## src/sv/fud_pkg.sv

```systemverilog
// fud_pkg: shared types, constants and helpers of the form body decoder
// used by every module of the decoder; depends on nothing

package fud_pkg;

    localparam int MAX_PAIRS = 32;
    localparam int C_CNT_W   = $clog2(MAX_PAIRS + 1);
    localparam int C_IDX_W   = (MAX_PAIRS > 1) ? $clog2(MAX_PAIRS) : 1;

    localparam int C_QDEPTH  = 4;
    localparam int C_QPTR_W  = $clog2(C_QDEPTH);
    localparam int C_QCNT_W  = $clog2(C_QDEPTH + 1);

    localparam int C_APB_AW  = 3;
    localparam int C_APB_DW  = 32;
    localparam logic [0:0] C_REG_VALUE_LIMIT = 1'b0;
    localparam logic [7:0] C_VALUE_LIMIT_RST = 8'd64;

    localparam logic [7:0] C_AMP   = 8'h26;
    localparam logic [7:0] C_EQ    = 8'h3D;
    localparam logic [7:0] C_PLUS  = 8'h2B;
    localparam logic [7:0] C_PCT   = 8'h25;
    localparam logic [7:0] C_SPACE = 8'h20;
    localparam logic [4:0] C_NOT_HEX = 5'd16;

    localparam logic [4:0] C_DROP_IDX = 5'((MAX_PAIRS - 1) % 32);

    typedef enum logic [1:0] {
        K_KEY   = 2'd0,
        K_VALUE = 2'd1,
        K_END   = 2'd2
    } t_kind;

    typedef struct packed {
        logic [7:0] data_byte;
        logic       end_of_body;
    } t_in_item;

    typedef struct packed {
        t_kind      kind;
        logic [7:0] out_byte;
        logic [4:0] pair_index;
        logic       value_truncated;
        logic       pairs_dropped;
        logic       run_last;
    } t_out_item;

    // one queue entry holds every result of one input item
    typedef struct packed {
        logic      two;
        t_out_item r0;
        t_out_item r1;
    } t_qent;

    function automatic logic [4:0] f_hex(input logic [7:0] c);
        logic [4:0] d;
        if (c inside {[8'h30:8'h39]}) begin
            d = 5'(c - 8'h30);
        end else if (c inside {[8'h61:8'h66]}) begin
            d = 5'(c - 8'h57);
        end else if (c inside {[8'h41:8'h46]}) begin
            d = 5'(c - 8'h37);
        end else begin
            d = C_NOT_HEX;
        end
        return d;
    endfunction

    function automatic logic [4:0] f_pair_field(input logic [C_IDX_W-1:0] idx);
        logic [C_IDX_W+4:0] wide;
        wide = {5'b0, idx};
        return wide[4:0];
    endfunction

endpackage

```

## src/sv/fud_front.sv

```systemverilog
// fud_front: takes body bytes, tracks the pair parse and the escape decode
// pushes the results of each item as one entry; depends on fud_pkg

module fud_front (
    input  logic               i_clk,
    input  logic               i_rst_n,
    input  logic               i_in_valid,
    output logic               o_in_ready,
    input  fud_pkg::t_in_item  i_in_item,
    input  logic [7:0]         i_value_limit,
    input  logic               i_full,
    output logic               o_push,
    output fud_pkg::t_qent     o_entry
);

    typedef enum logic [6:0] {
        PH_SEP    = 7'b0000001,
        PH_LEADEQ = 7'b0000010,
        PH_KEY    = 7'b0000100,
        PH_VALSEP = 7'b0001000,
        PH_VAL    = 7'b0010000,
        PH_TAIL   = 7'b0100000,
        PH_DROP   = 7'b1000000
    } t_phase;

    typedef struct packed {
        logic [1:0] stage;
        logic [7:0] accum;
        logic       stopped;
        logic       vreq;
        logic [7:0] vbyte;
    } t_esc;

    // a value byte already decoded by this item is kept
    function automatic t_esc f_finish(input t_esc e);
        t_esc r;
        r         = e;
        r.vreq    = e.vreq || (e.stage != 2'd0);
        r.vbyte   = (e.stage != 2'd0) ? e.accum : e.vbyte;
        r.stage   = 2'd0;
        r.accum   = 8'd0;
        r.stopped = 1'b0;
        return r;
    endfunction

    function automatic t_esc f_decode(input t_esc e, input logic [7:0] c);
        t_esc       r;
        logic [4:0] d;
        r = e;
        d = fud_pkg::f_hex(c);
        if (e.stage == 2'd0) begin
            if (c == fud_pkg::C_PLUS) begin
                r.vreq  = 1'b1;
                r.vbyte = fud_pkg::C_SPACE;
            end else if (c == fud_pkg::C_PCT) begin
                r.stage   = 2'd1;
                r.accum   = 8'd0;
                r.stopped = 1'b0;
            end else begin
                r.vreq  = 1'b1;
                r.vbyte = c;
            end
        end else begin
            if (d != fud_pkg::C_NOT_HEX && !e.stopped) begin
                r.accum = {e.accum[3:0], d[3:0]};
            end else begin
                r.stopped = 1'b1;
            end
            if (e.stage == 2'd1) begin
                r.stage = 2'd2;
            end else begin
                r = f_finish(r);
            end
        end
        return r;
    endfunction

    t_phase                       r_phase, n_phase, v_phase;
    logic [1:0]                   r_stage, n_stage;
    logic [7:0]                   r_accum, n_accum;
    logic                         r_stopped, n_stopped;
    logic [fud_pkg::C_CNT_W-1:0]  r_pair_count, n_pair_count, v_pcount;
    logic [fud_pkg::C_IDX_W-1:0]  r_cur, n_cur, v_cur;
    logic [7:0]                   r_vlen, n_vlen, v_vlen;
    logic                         r_trunc, n_trunc, v_trunc;
    logic                         r_drop, n_drop, v_drop;

    t_esc                 v_esc;
    logic                 v_has_key, v_has_b, v_has_e, v_has_d, v_ep;
    logic [7:0]           c;
    logic                 last;
    logic                 accept;
    fud_pkg::t_out_item   res_b, res_e, res_d;

    assign c          = i_in_item.data_byte;
    assign last       = i_in_item.end_of_body;
    assign o_in_ready = !i_full;
    assign accept     = i_in_valid && !i_full;

    always_comb begin
        v_phase   = r_phase;
        v_pcount  = r_pair_count;
        v_cur     = r_cur;
        v_vlen    = r_vlen;
        v_trunc   = r_trunc;
        v_drop    = r_drop;
        v_esc     = '{stage: r_stage, accum: r_accum, stopped: r_stopped,
                      vreq: 1'b0, vbyte: 8'd0};
        v_has_key = 1'b0;
        v_has_b   = 1'b0;
        v_has_e   = 1'b0;
        v_has_d   = 1'b0;
        v_ep      = 1'b0;

        if (c == fud_pkg::C_AMP) begin
            if (r_phase == PH_DROP) begin
                v_phase = PH_SEP;
            end else if (r_phase != PH_SEP) begin
                if (r_phase == PH_VAL) begin
                    v_esc = f_finish(v_esc);
                end
                v_ep    = 1'b1;
                v_phase = PH_SEP;
            end
        end else begin
            case (r_phase)
                PH_SEP: begin
                    if (r_pair_count < fud_pkg::C_CNT_W'(fud_pkg::MAX_PAIRS)) begin
                        v_cur     = r_pair_count[fud_pkg::C_IDX_W-1:0];
                        v_pcount  = fud_pkg::C_CNT_W'(r_pair_count + 1'b1);
                        v_trunc   = 1'b0;
                        v_vlen    = 8'd0;
                        v_esc     = '0;
                        if (c == fud_pkg::C_EQ) begin
                            v_phase = PH_LEADEQ;
                        end else begin
                            v_phase   = PH_KEY;
                            v_has_key = 1'b1;
                        end
                    end else begin
                        v_drop  = 1'b1;
                        v_phase = PH_DROP;
                    end
                end
                PH_LEADEQ: begin
                    if (c != fud_pkg::C_EQ) begin
                        v_phase   = PH_KEY;
                        v_has_key = 1'b1;
                    end
                end
                PH_KEY: begin
                    if (c == fud_pkg::C_EQ) begin
                        v_phase = PH_VALSEP;
                    end else begin
                        v_has_key = 1'b1;
                    end
                end
                PH_VALSEP: begin
                    if (c != fud_pkg::C_EQ) begin
                        v_phase = PH_VAL;
                        v_esc   = f_decode(v_esc, c);
                    end
                end
                PH_VAL: begin
                    if (c == fud_pkg::C_EQ) begin
                        v_esc   = f_finish(v_esc);
                        v_phase = PH_TAIL;
                    end else begin
                        v_esc = f_decode(v_esc, c);
                    end
                end
                default: begin
                end
            endcase
        end

        // end of body closes an open kept pair
        if (last && v_phase != PH_SEP && v_phase != PH_DROP) begin
            if (v_phase == PH_VAL) begin
                v_esc = f_finish(v_esc);
            end
            v_ep    = 1'b1;
            v_phase = PH_SEP;
        end

        if (v_esc.vreq) begin
            if (v_vlen < i_value_limit) begin
                v_has_b = 1'b1;
                v_vlen  = 8'(v_vlen + 1'b1);
            end else begin
                v_trunc = 1'b1;
            end
        end
        v_has_b = v_has_b || v_has_key;
        v_has_e = v_ep;
        v_has_d = last && v_drop;

        res_b = '{kind: v_has_key ? fud_pkg::K_KEY : fud_pkg::K_VALUE,
                  out_byte: v_has_key ? c : v_esc.vbyte,
                  pair_index: fud_pkg::f_pair_field(v_cur),
                  value_truncated: 1'b0, pairs_dropped: 1'b0, run_last: 1'b0};
        res_e = '{kind: fud_pkg::K_END, out_byte: 8'd0,
                  pair_index: fud_pkg::f_pair_field(v_cur),
                  value_truncated: v_trunc, pairs_dropped: v_drop, run_last: 1'b0};
        res_d = '{kind: fud_pkg::K_END, out_byte: 8'd0,
                  pair_index: fud_pkg::C_DROP_IDX,
                  value_truncated: 1'b0, pairs_dropped: 1'b1, run_last: 1'b0};

        o_entry.two = (v_has_b && v_has_e) || (v_has_b && v_has_d) || (v_has_e && v_has_d);
        o_entry.r0  = v_has_b ? res_b : (v_has_e ? res_e : res_d);
        o_entry.r1  = v_has_b ? (v_has_e ? res_e : res_d) : res_d;
        o_entry.r0.run_last = !o_entry.two;
        o_entry.r1.run_last = 1'b1;

        if (last) begin
            n_phase      = PH_SEP;
            n_stage      = 2'd0;
            n_accum      = 8'd0;
            n_stopped    = 1'b0;
            n_pair_count = '0;
            n_cur        = '0;
            n_vlen       = 8'd0;
            n_trunc      = 1'b0;
            n_drop       = 1'b0;
        end else begin
            n_phase      = v_phase;
            n_stage      = v_esc.stage;
            n_accum      = v_esc.accum;
            n_stopped    = v_esc.stopped;
            n_pair_count = v_pcount;
            n_cur        = v_cur;
            n_vlen       = v_vlen;
            n_trunc      = v_trunc;
            n_drop       = v_drop;
        end
    end

    assign o_push = accept && (v_has_b || v_has_e || v_has_d);

    always_ff @(posedge i_clk) begin
        if (!i_rst_n) begin
            r_phase      <= PH_SEP;
            r_stage      <= 2'd0;
            r_accum      <= 8'd0;
            r_stopped    <= 1'b0;
            r_pair_count <= '0;
            r_cur        <= '0;
            r_vlen       <= 8'd0;
            r_trunc      <= 1'b0;
            r_drop       <= 1'b0;
        end else if (accept) begin
            r_phase      <= n_phase;
            r_stage      <= n_stage;
            r_accum      <= n_accum;
            r_stopped    <= n_stopped;
            r_pair_count <= n_pair_count;
            r_cur        <= n_cur;
            r_vlen       <= n_vlen;
            r_trunc      <= n_trunc;
            r_drop       <= n_drop;
        end
    end

`ifndef SYNTHESIS
    a_body_end_clears: assert property (@(posedge i_clk) disable iff (!i_rst_n)
        accept && last |=> r_phase == PH_SEP && r_pair_count == '0)
        else $error("state not cleared after end of body");

    a_drop_at_capacity: assert property (@(posedge i_clk) disable iff (!i_rst_n)
        r_phase == PH_DROP |-> r_pair_count == fud_pkg::C_CNT_W'(fud_pkg::MAX_PAIRS))
        else $error("dropping pairs below capacity");
`endif

endmodule

```

## src/sv/fud_queue.sv

```systemverilog
// fud_queue: short first-in first-out queue of result entries
// sits between the parser and the output stage; depends on fud_pkg

module fud_queue (
    input  logic           i_clk,
    input  logic           i_rst_n,
    input  logic           i_push,
    input  fud_pkg::t_qent i_entry,
    input  logic           i_pop,
    output fud_pkg::t_qent o_head,
    output logic           o_full,
    output logic           o_empty
);

    fud_pkg::t_qent                r_mem [fud_pkg::C_QDEPTH];
    logic [fud_pkg::C_QPTR_W-1:0]  r_wr_ptr, n_wr_ptr;
    logic [fud_pkg::C_QPTR_W-1:0]  r_rd_ptr, n_rd_ptr;
    logic [fud_pkg::C_QCNT_W-1:0]  r_count, n_count;

    assign o_full  = (r_count == fud_pkg::C_QCNT_W'(fud_pkg::C_QDEPTH));
    assign o_empty = (r_count == '0);
    assign o_head  = r_mem[r_rd_ptr];

    always_comb begin
        n_wr_ptr = r_wr_ptr;
        n_rd_ptr = r_rd_ptr;
        n_count  = r_count;
        if (i_push) begin
            n_wr_ptr = (r_wr_ptr == fud_pkg::C_QPTR_W'(fud_pkg::C_QDEPTH - 1)) ?
                       '0 : fud_pkg::C_QPTR_W'(r_wr_ptr + 1'b1);
        end
        if (i_pop) begin
            n_rd_ptr = (r_rd_ptr == fud_pkg::C_QPTR_W'(fud_pkg::C_QDEPTH - 1)) ?
                       '0 : fud_pkg::C_QPTR_W'(r_rd_ptr + 1'b1);
        end
        if (i_push && !i_pop) begin
            n_count = fud_pkg::C_QCNT_W'(r_count + 1'b1);
        end else if (i_pop && !i_push) begin
            n_count = fud_pkg::C_QCNT_W'(r_count - 1'b1);
        end
    end

    always_ff @(posedge i_clk) begin
        if (i_push) begin
            r_mem[r_wr_ptr] <= i_entry;
        end
    end

    always_ff @(posedge i_clk) begin
        if (!i_rst_n) begin
            r_wr_ptr <= '0;
            r_rd_ptr <= '0;
            r_count  <= '0;
        end else begin
            r_wr_ptr <= n_wr_ptr;
            r_rd_ptr <= n_rd_ptr;
            r_count  <= n_count;
        end
    end

`ifndef SYNTHESIS
    a_no_overflow: assert property (@(posedge i_clk) disable iff (!i_rst_n)
        i_push |-> !o_full || i_pop)
        else $error("push into full queue");

    a_no_underflow: assert property (@(posedge i_clk) disable iff (!i_rst_n)
        i_pop |-> !o_empty)
        else $error("pop from empty queue");
`endif

endmodule

```

## src/sv/fud_back.sv

```systemverilog
// fud_back: output stage, hands out the one or two results of each entry
// holds the result register of the output channel; depends on fud_pkg

module fud_back (
    input  logic                i_clk,
    input  logic                i_rst_n,
    input  fud_pkg::t_qent      i_head,
    input  logic                i_empty,
    output logic                o_pop,
    output logic                o_out_valid,
    input  logic                i_out_ready,
    output fud_pkg::t_out_item  o_out_item
);

    logic               r_valid;
    logic               r_sub;
    fud_pkg::t_out_item r_item;
    logic               load;

    assign load        = !i_empty && (!r_valid || i_out_ready);
    assign o_pop       = load && (r_sub || !i_head.two);
    assign o_out_valid = r_valid;
    assign o_out_item  = r_item;

    always_ff @(posedge i_clk) begin
        if (load) begin
            r_item <= r_sub ? i_head.r1 : i_head.r0;
        end
    end

    always_ff @(posedge i_clk) begin
        if (!i_rst_n) begin
            r_valid <= 1'b0;
            r_sub   <= 1'b0;
        end else begin
            if (load) begin
                r_valid <= 1'b1;
                r_sub   <= !r_sub && i_head.two;
            end else if (i_out_ready) begin
                r_valid <= 1'b0;
            end
        end
    end

`ifndef SYNTHESIS
    a_second_has_entry: assert property (@(posedge i_clk) disable iff (!i_rst_n)
        r_sub |-> !i_empty && i_head.two)
        else $error("second result pending without its entry");
`endif

endmodule

```

## src/sv/form_urlencoded_decoder.sv

```systemverilog
// form_urlencoded_decoder: top level of the form body decoder
// parser front, result queue, output stage and the limit register
// depends on fud_pkg, fud_front, fud_queue, fud_back
//
// usage:
//   input channel: one body byte per item with an end-of-body mark
//   output channel: key bytes, decoded value bytes and end-of-pair items,
//   run_last set on the last item caused by one input byte
//   apb port: one register, value_limit at address 0, reset value 64
// path: an accepted input item's results pass the queue and the output register
// throughput: one input item per cycle while the queue is not full; an
//   item that causes two results holds the output until both are handed
//   out, one that causes none passes without touching it; the four-entry
//   queue between parser and output stage absorbs bursts of two-result items
// reset: synchronous, clears parse state, queue and output valid, sets value_limit to 64
// receiver stall: the output item holds, the queue fills, then in_ready
//   drops until an entry is popped from the queue

module form_urlencoded_decoder (
    input  logic                          i_clk,
    input  logic                          i_rst_n,
    input  logic                          i_in_valid,
    output logic                          o_in_ready,
    input  fud_pkg::t_in_item             i_in_item,
    output logic                          o_out_valid,
    input  logic                          i_out_ready,
    output fud_pkg::t_out_item            o_out_item,
    input  logic                          psel,
    input  logic                          penable,
    input  logic                          pwrite,
    input  logic [fud_pkg::C_APB_AW-1:0]  paddr,
    input  logic [fud_pkg::C_APB_DW-1:0]  pwdata,
    output logic [fud_pkg::C_APB_DW-1:0]  prdata,
    output logic                          pready
);

    logic [7:0]      r_value_limit;
    logic            reg_hit;
    logic            push, pop, full, empty;
    fud_pkg::t_qent  entry, head;

    assign reg_hit = (paddr[fud_pkg::C_APB_AW-1:2] == fud_pkg::C_REG_VALUE_LIMIT);
    assign pready  = 1'b1;
    assign prdata  = reg_hit ? fud_pkg::C_APB_DW'(r_value_limit) : '0;

    always_ff @(posedge i_clk) begin
        if (!i_rst_n) begin
            r_value_limit <= fud_pkg::C_VALUE_LIMIT_RST;
        end else if (psel && penable && pwrite && reg_hit) begin
            r_value_limit <= pwdata[7:0];
        end
    end

    fud_front u_front (
        .i_clk         (i_clk),
        .i_rst_n       (i_rst_n),
        .i_in_valid    (i_in_valid),
        .o_in_ready    (o_in_ready),
        .i_in_item     (i_in_item),
        .i_value_limit (r_value_limit),
        .i_full        (full),
        .o_push        (push),
        .o_entry       (entry)
    );

    fud_queue u_queue (
        .i_clk   (i_clk),
        .i_rst_n (i_rst_n),
        .i_push  (push),
        .i_entry (entry),
        .i_pop   (pop),
        .o_head  (head),
        .o_full  (full),
        .o_empty (empty)
    );

    fud_back u_back (
        .i_clk       (i_clk),
        .i_rst_n     (i_rst_n),
        .i_head      (head),
        .i_empty     (empty),
        .o_pop       (pop),
        .o_out_valid (o_out_valid),
        .i_out_ready (i_out_ready),
        .o_out_item  (o_out_item)
    );

endmodule
```

## config.mk

```make
export PLATFORM = sky130hd
export DESIGN_NAME = form_urlencoded_decoder
export DESIGN_NICKNAME = d
export VERILOG_FILES = /design/src/sv/fud_pkg.sv /design/src/sv/fud_front.sv /design/src/sv/fud_queue.sv /design/src/sv/fud_back.sv /design/src/sv/form_urlencoded_decoder.sv
export SDC_FILE = /design/constraint.sdc
export NUM_CORES = 1
export LEC_CHECK = 0
export BUFFER_PORTS_ARGS = -buffer_cell sky130_fd_sc_hd__buf_2
export CORE_UTILIZATION = 55
export DETAILED_ROUTE_END_ITERATION = 16
export PLACE_DENSITY = 0.75
export SKIP_LAST_GASP = 1
export SYNTH_ARGS = -nofsm -noshare
export SYNTH_HDL_FRONTEND = slang
export SYNTH_HIERARCHICAL = 1
export SYNTH_SLANG_ARGS = --single-unit
```

## constraint.sdc

```tcl
create_clock -name i_clk -period 6 [get_ports i_clk]
set_clock_uncertainty 0.15 [all_clocks]
set_input_delay 0.3 -clock i_clk [delete_from_list [all_inputs] [get_ports i_clk]]
set_output_delay 0.3 -clock i_clk [all_outputs]
set_load 0.05 [all_outputs]
```

==> impl_metrics.yaml <==
synthesis:
  synth_cells: 862
  yosysSeqAreaShare_pct: 55.9
  synth_cell_types: 82
  synth_seq_cells: 224
  synth.area.top_cells: "edfxtp_1 (45%), dfxtp_1 (11%), mux4_2 (6.1%)"
  synth_area_um2: 11000
  synth_top_cell_by_area: "edfxtp_1"
  synth_async_sr_flop_share_pct: 0
  synth_flop_cell: "edfxtp_1"
  synth_enable_flop_cells: 166
  syn_area_per_cell_um2: 12.8
  synth_top_area_share_pct: 45.4
  yosys_warnings: 6
cts:
  htree_num_levels: 1
  clk_pin_slew_worst_paths_ns: 0.06
  post-cts-setup-buffer-count: 0
  numCtsBuffers: 24
  clock-sinks: 224
  cts_root_buf: "clkbuf_16"
  cts_resized: 0
  clockBufferDepth: 3
  tritoncts: "yes"
  clk_latency_ns: 0.51
grt:
  grt.overflow.total: 0
  antenna_found_initial: 0
  grt_pass1_vias: 6689
  grtUsageTotal_pct: 21.7
  grt_max_degree: 59
  grt_pass1_wl_mm: 34.3
route:
  wirelength_mm: 21.5
  vias_per_cell: 5.76
  detail_route.first_pass.iterations: 5
  antenna_left: 0
  num_vias: 6914
  wl_per_cell_um: 17.9
  drc: 0
  drtIter0Drc: 543
floorplan:
  rows: 51
  core_um2: 19500
  die_w_um: 143
  start_util_pct: 56.3
  io_pins: 104
  die_h_um: 143
  fp.dieArea_um2: 20600
pwr:
  ir_drop_mv: 0.236
  p_leak_nw: 4.42
  pwr_density_cell_nw_per_um2: 390
sta:
  drv_slew: 0
  fin_crit_sh_pct: 90.6
  finalSetupTns_ns: 0
  max-slew-margin-rel_pct: 25.5
  finalSetupViolCount: 0
  setup_slack_ns: 0.563
  fin_crit_ns: 5.44
  hold_viol: 0
  max_freq_mhz: 184
  tightestPinTransition_ns: 1.10
  grt_setup_unrepaired: "false"
setup_path:
  crit_fanout: 11
  required_ns: 6.29
  critPathArrivalTime_ns: 5.72
  critPathKind: "reg2reg"
  endpoint_kind: "flip-flop"
  startpoint_type: "flip-flop"
final_layout:
  area_growth_pct: 10.7
  antennaDiodeCount: 0
  multi_input_area_um2: 4330
  drive_above_1_share_pct: 19.9
  fill_cells: 1512
  layout.nets: 989
  seqCellArea_um2: 6150
placement:
  routabilityCongestion: 0.969
  dp_hpwl_mm: 13.5
  preCtsSetupSlack_ns: 0.584
  io_buffers: 52
min_path:
  hold_path.class: "in2reg"
status:
  status: "completed"
run:
  maxCapViolCount: 0
cells in the mapped netlist, types with 6 or more instances:
master    instances
a22oi_1          22
inv_1            26
edfxtp_1        166
nand2b_1          7
nor3_1           10
buf_2            12
clkbuf_1         23
mux2i_1          21
o22ai_1          10
a31oi_1           7
mux4_1            7
ha_1             20
and2b_2           8
a22o_1           10
mux2_2           21
dfxtp_1          58
nand3_1          11
buf_4            36
o21ai_0          27
nand2_1          66
o21a_1            9
a21oi_1          25
mux4_2           30
nor2b_1          32
and2_1           22
a21o_1            6
nor2_1           50
layout by cell type, fill, tap and decap left out, types with 5 or more instances in the layout:
master	instances
nor3_1	10
nor2_1	49
a21o_1	6
edfxtp_1	166
o22ai_1	10
a22o_1	10
inv_1	26
nand2_1	66
mux2_2	21
and3_1	5
buf_4	16
conb_1	36
a31oi_1	7
clkbuf_16	25
nand3_1	11
mux2i_1	21
o21ai_0	27
mux4_1	7
clkbuf_1	6
xnor2_1	5
dlygate4sd3_1	9
ha_1	20
dfxtp_1	57
buf_2	52
nand2b_1	7
mux4_2	30
a21oi_1	25
a22oi_1	22
nor4_1	5
o21a_1	9
and2_1	21
and2b_2	8
nor2b_1	32
or3_1	5
metal layers:
metal	GRT usage [%]	wire length [um]	up-vias
met5	0	0	-
met1	28.5	9100	3356
met3	2.97	1140	42
met4	8.01	528	0
met2	36.6	10700	217
li1	-	-	3299
metrics by stage:
stage	power, mW	area (um^2)	instances	hold WS, ns	utilization (%)
floorplan	3.13	11100	894	0.267	-
global placement	3.31	11300	1147	0.283	57.8
detailed placement	3.34	11300	1147	0.290	57.8
CTS	4.80	12200	1200	0.150	62.3
global route	4.96	12200	1200	0.169	62.3
finish	4.75	12200	1200	0.171	62.3
final timing paths:
| kind | start | to | slack [ns] | cells past startpoint |
|---|---|---|---|---|
| max | u_front/r_phase[3]$_SDFFE_PN0P_ | u_queue/r_count[2]$_SDFFE_PN0P_ | 0.56 | 18 |
| min | i_in_item[6] | u_queue/r_mem[3][31]$_DFFE_PP_ | 0.17 | 2 |
| max reg2reg | u_front/r_phase[3]$_SDFFE_PN0P_ | u_queue/r_count[2]$_SDFFE_PN0P_ | 0.56 | 18 |
| min reg2reg | u_front/r_vlen[1]$_SDFFE_PN0P_ | u_front/r_vlen[1]$_SDFFE_PN0P_ | 0.30 | 2 |
power breakdown:
part,switching (mW),internal (mW)
registers,0.0588,1.94
clock network,0.577,0.858
logic,0.814,0.498
total,1.45,3.30
cell type report:
| type | instances | share of cell area, % |
|---|---|---|
| Clock buffer | 35 | 5.78 |
| Sequential cell | 224 | 50.5 |
| Clock inverter | 9 | 0.669 |
| Multi-Input combinational cell | 563 | 35.6 |
| Tap cell | 265 | 2.73 |
| Inverter | 27 | 0.833 |
| Timing Repair Buffer | 77 | 3.87 |
logic make-up (layout without fill, tap and decap cells):
| group | count (synthesis) | count (layout) | synth area share [%] |
|---|---|---|---|
| flip-flops | 224 | 224 | 55.9 |
| AO/OA/AOI/OAI | 167 | 167 | 10.8 |
| buffers and inverters | 107 | 148 | 5.82 |
| AND/OR/NAND/NOR | 251 | 251 | 12.3 |
| adder cells (fa/ha/maj) | 21 | 21 | 2.46 |
| XOR/XNOR | 9 | 9 | 0.717 |
| multiplexers | 79 | 79 | 11.9 |
| other | 4 | 36 | 0.137 |
critical path, stage by stage (launching register included):
cell and delay, ns:
dfxtp_1 0.41, or3_1 0.51, or4_1 0.59, nand2b_1 0.37, and2_1 0.26, ha_1 0.29, a211o_1 0.29, o221ai_1 0.18
a21o_1 0.23, o21ai_4 0.11, inv_2 0.09, or3_1 0.31, o21a_1 0.31, ha_1 0.22, inv_1 0.06, fa_1 0.37
xor2_1 0.16, or3_1 0.30, a21boi_0 0.15
flip-flops by register name, summed over array words and instances, names as in the netlist, 2 cells and up, named ones only:
register	count
r_value_limit	8
u_back/o_out_item	18
u_front/r_accum	8
u_front/r_cur	5
u_front/r_pair_count	6
u_front/r_phase	7
u_front/r_stage	2
u_front/r_vlen	8
u_queue/r_count	3
u_queue/r_mem	148
u_queue/r_rd_ptr	2
u_queue/r_wr_ptr	2
what timing repair did:
item                       4_1_cts  5_1_grt
hold buffers                     9        0
hold endpoints to repair         9        0
setup endpoints to repair        0        0
(Power assumes the default switching activity.)
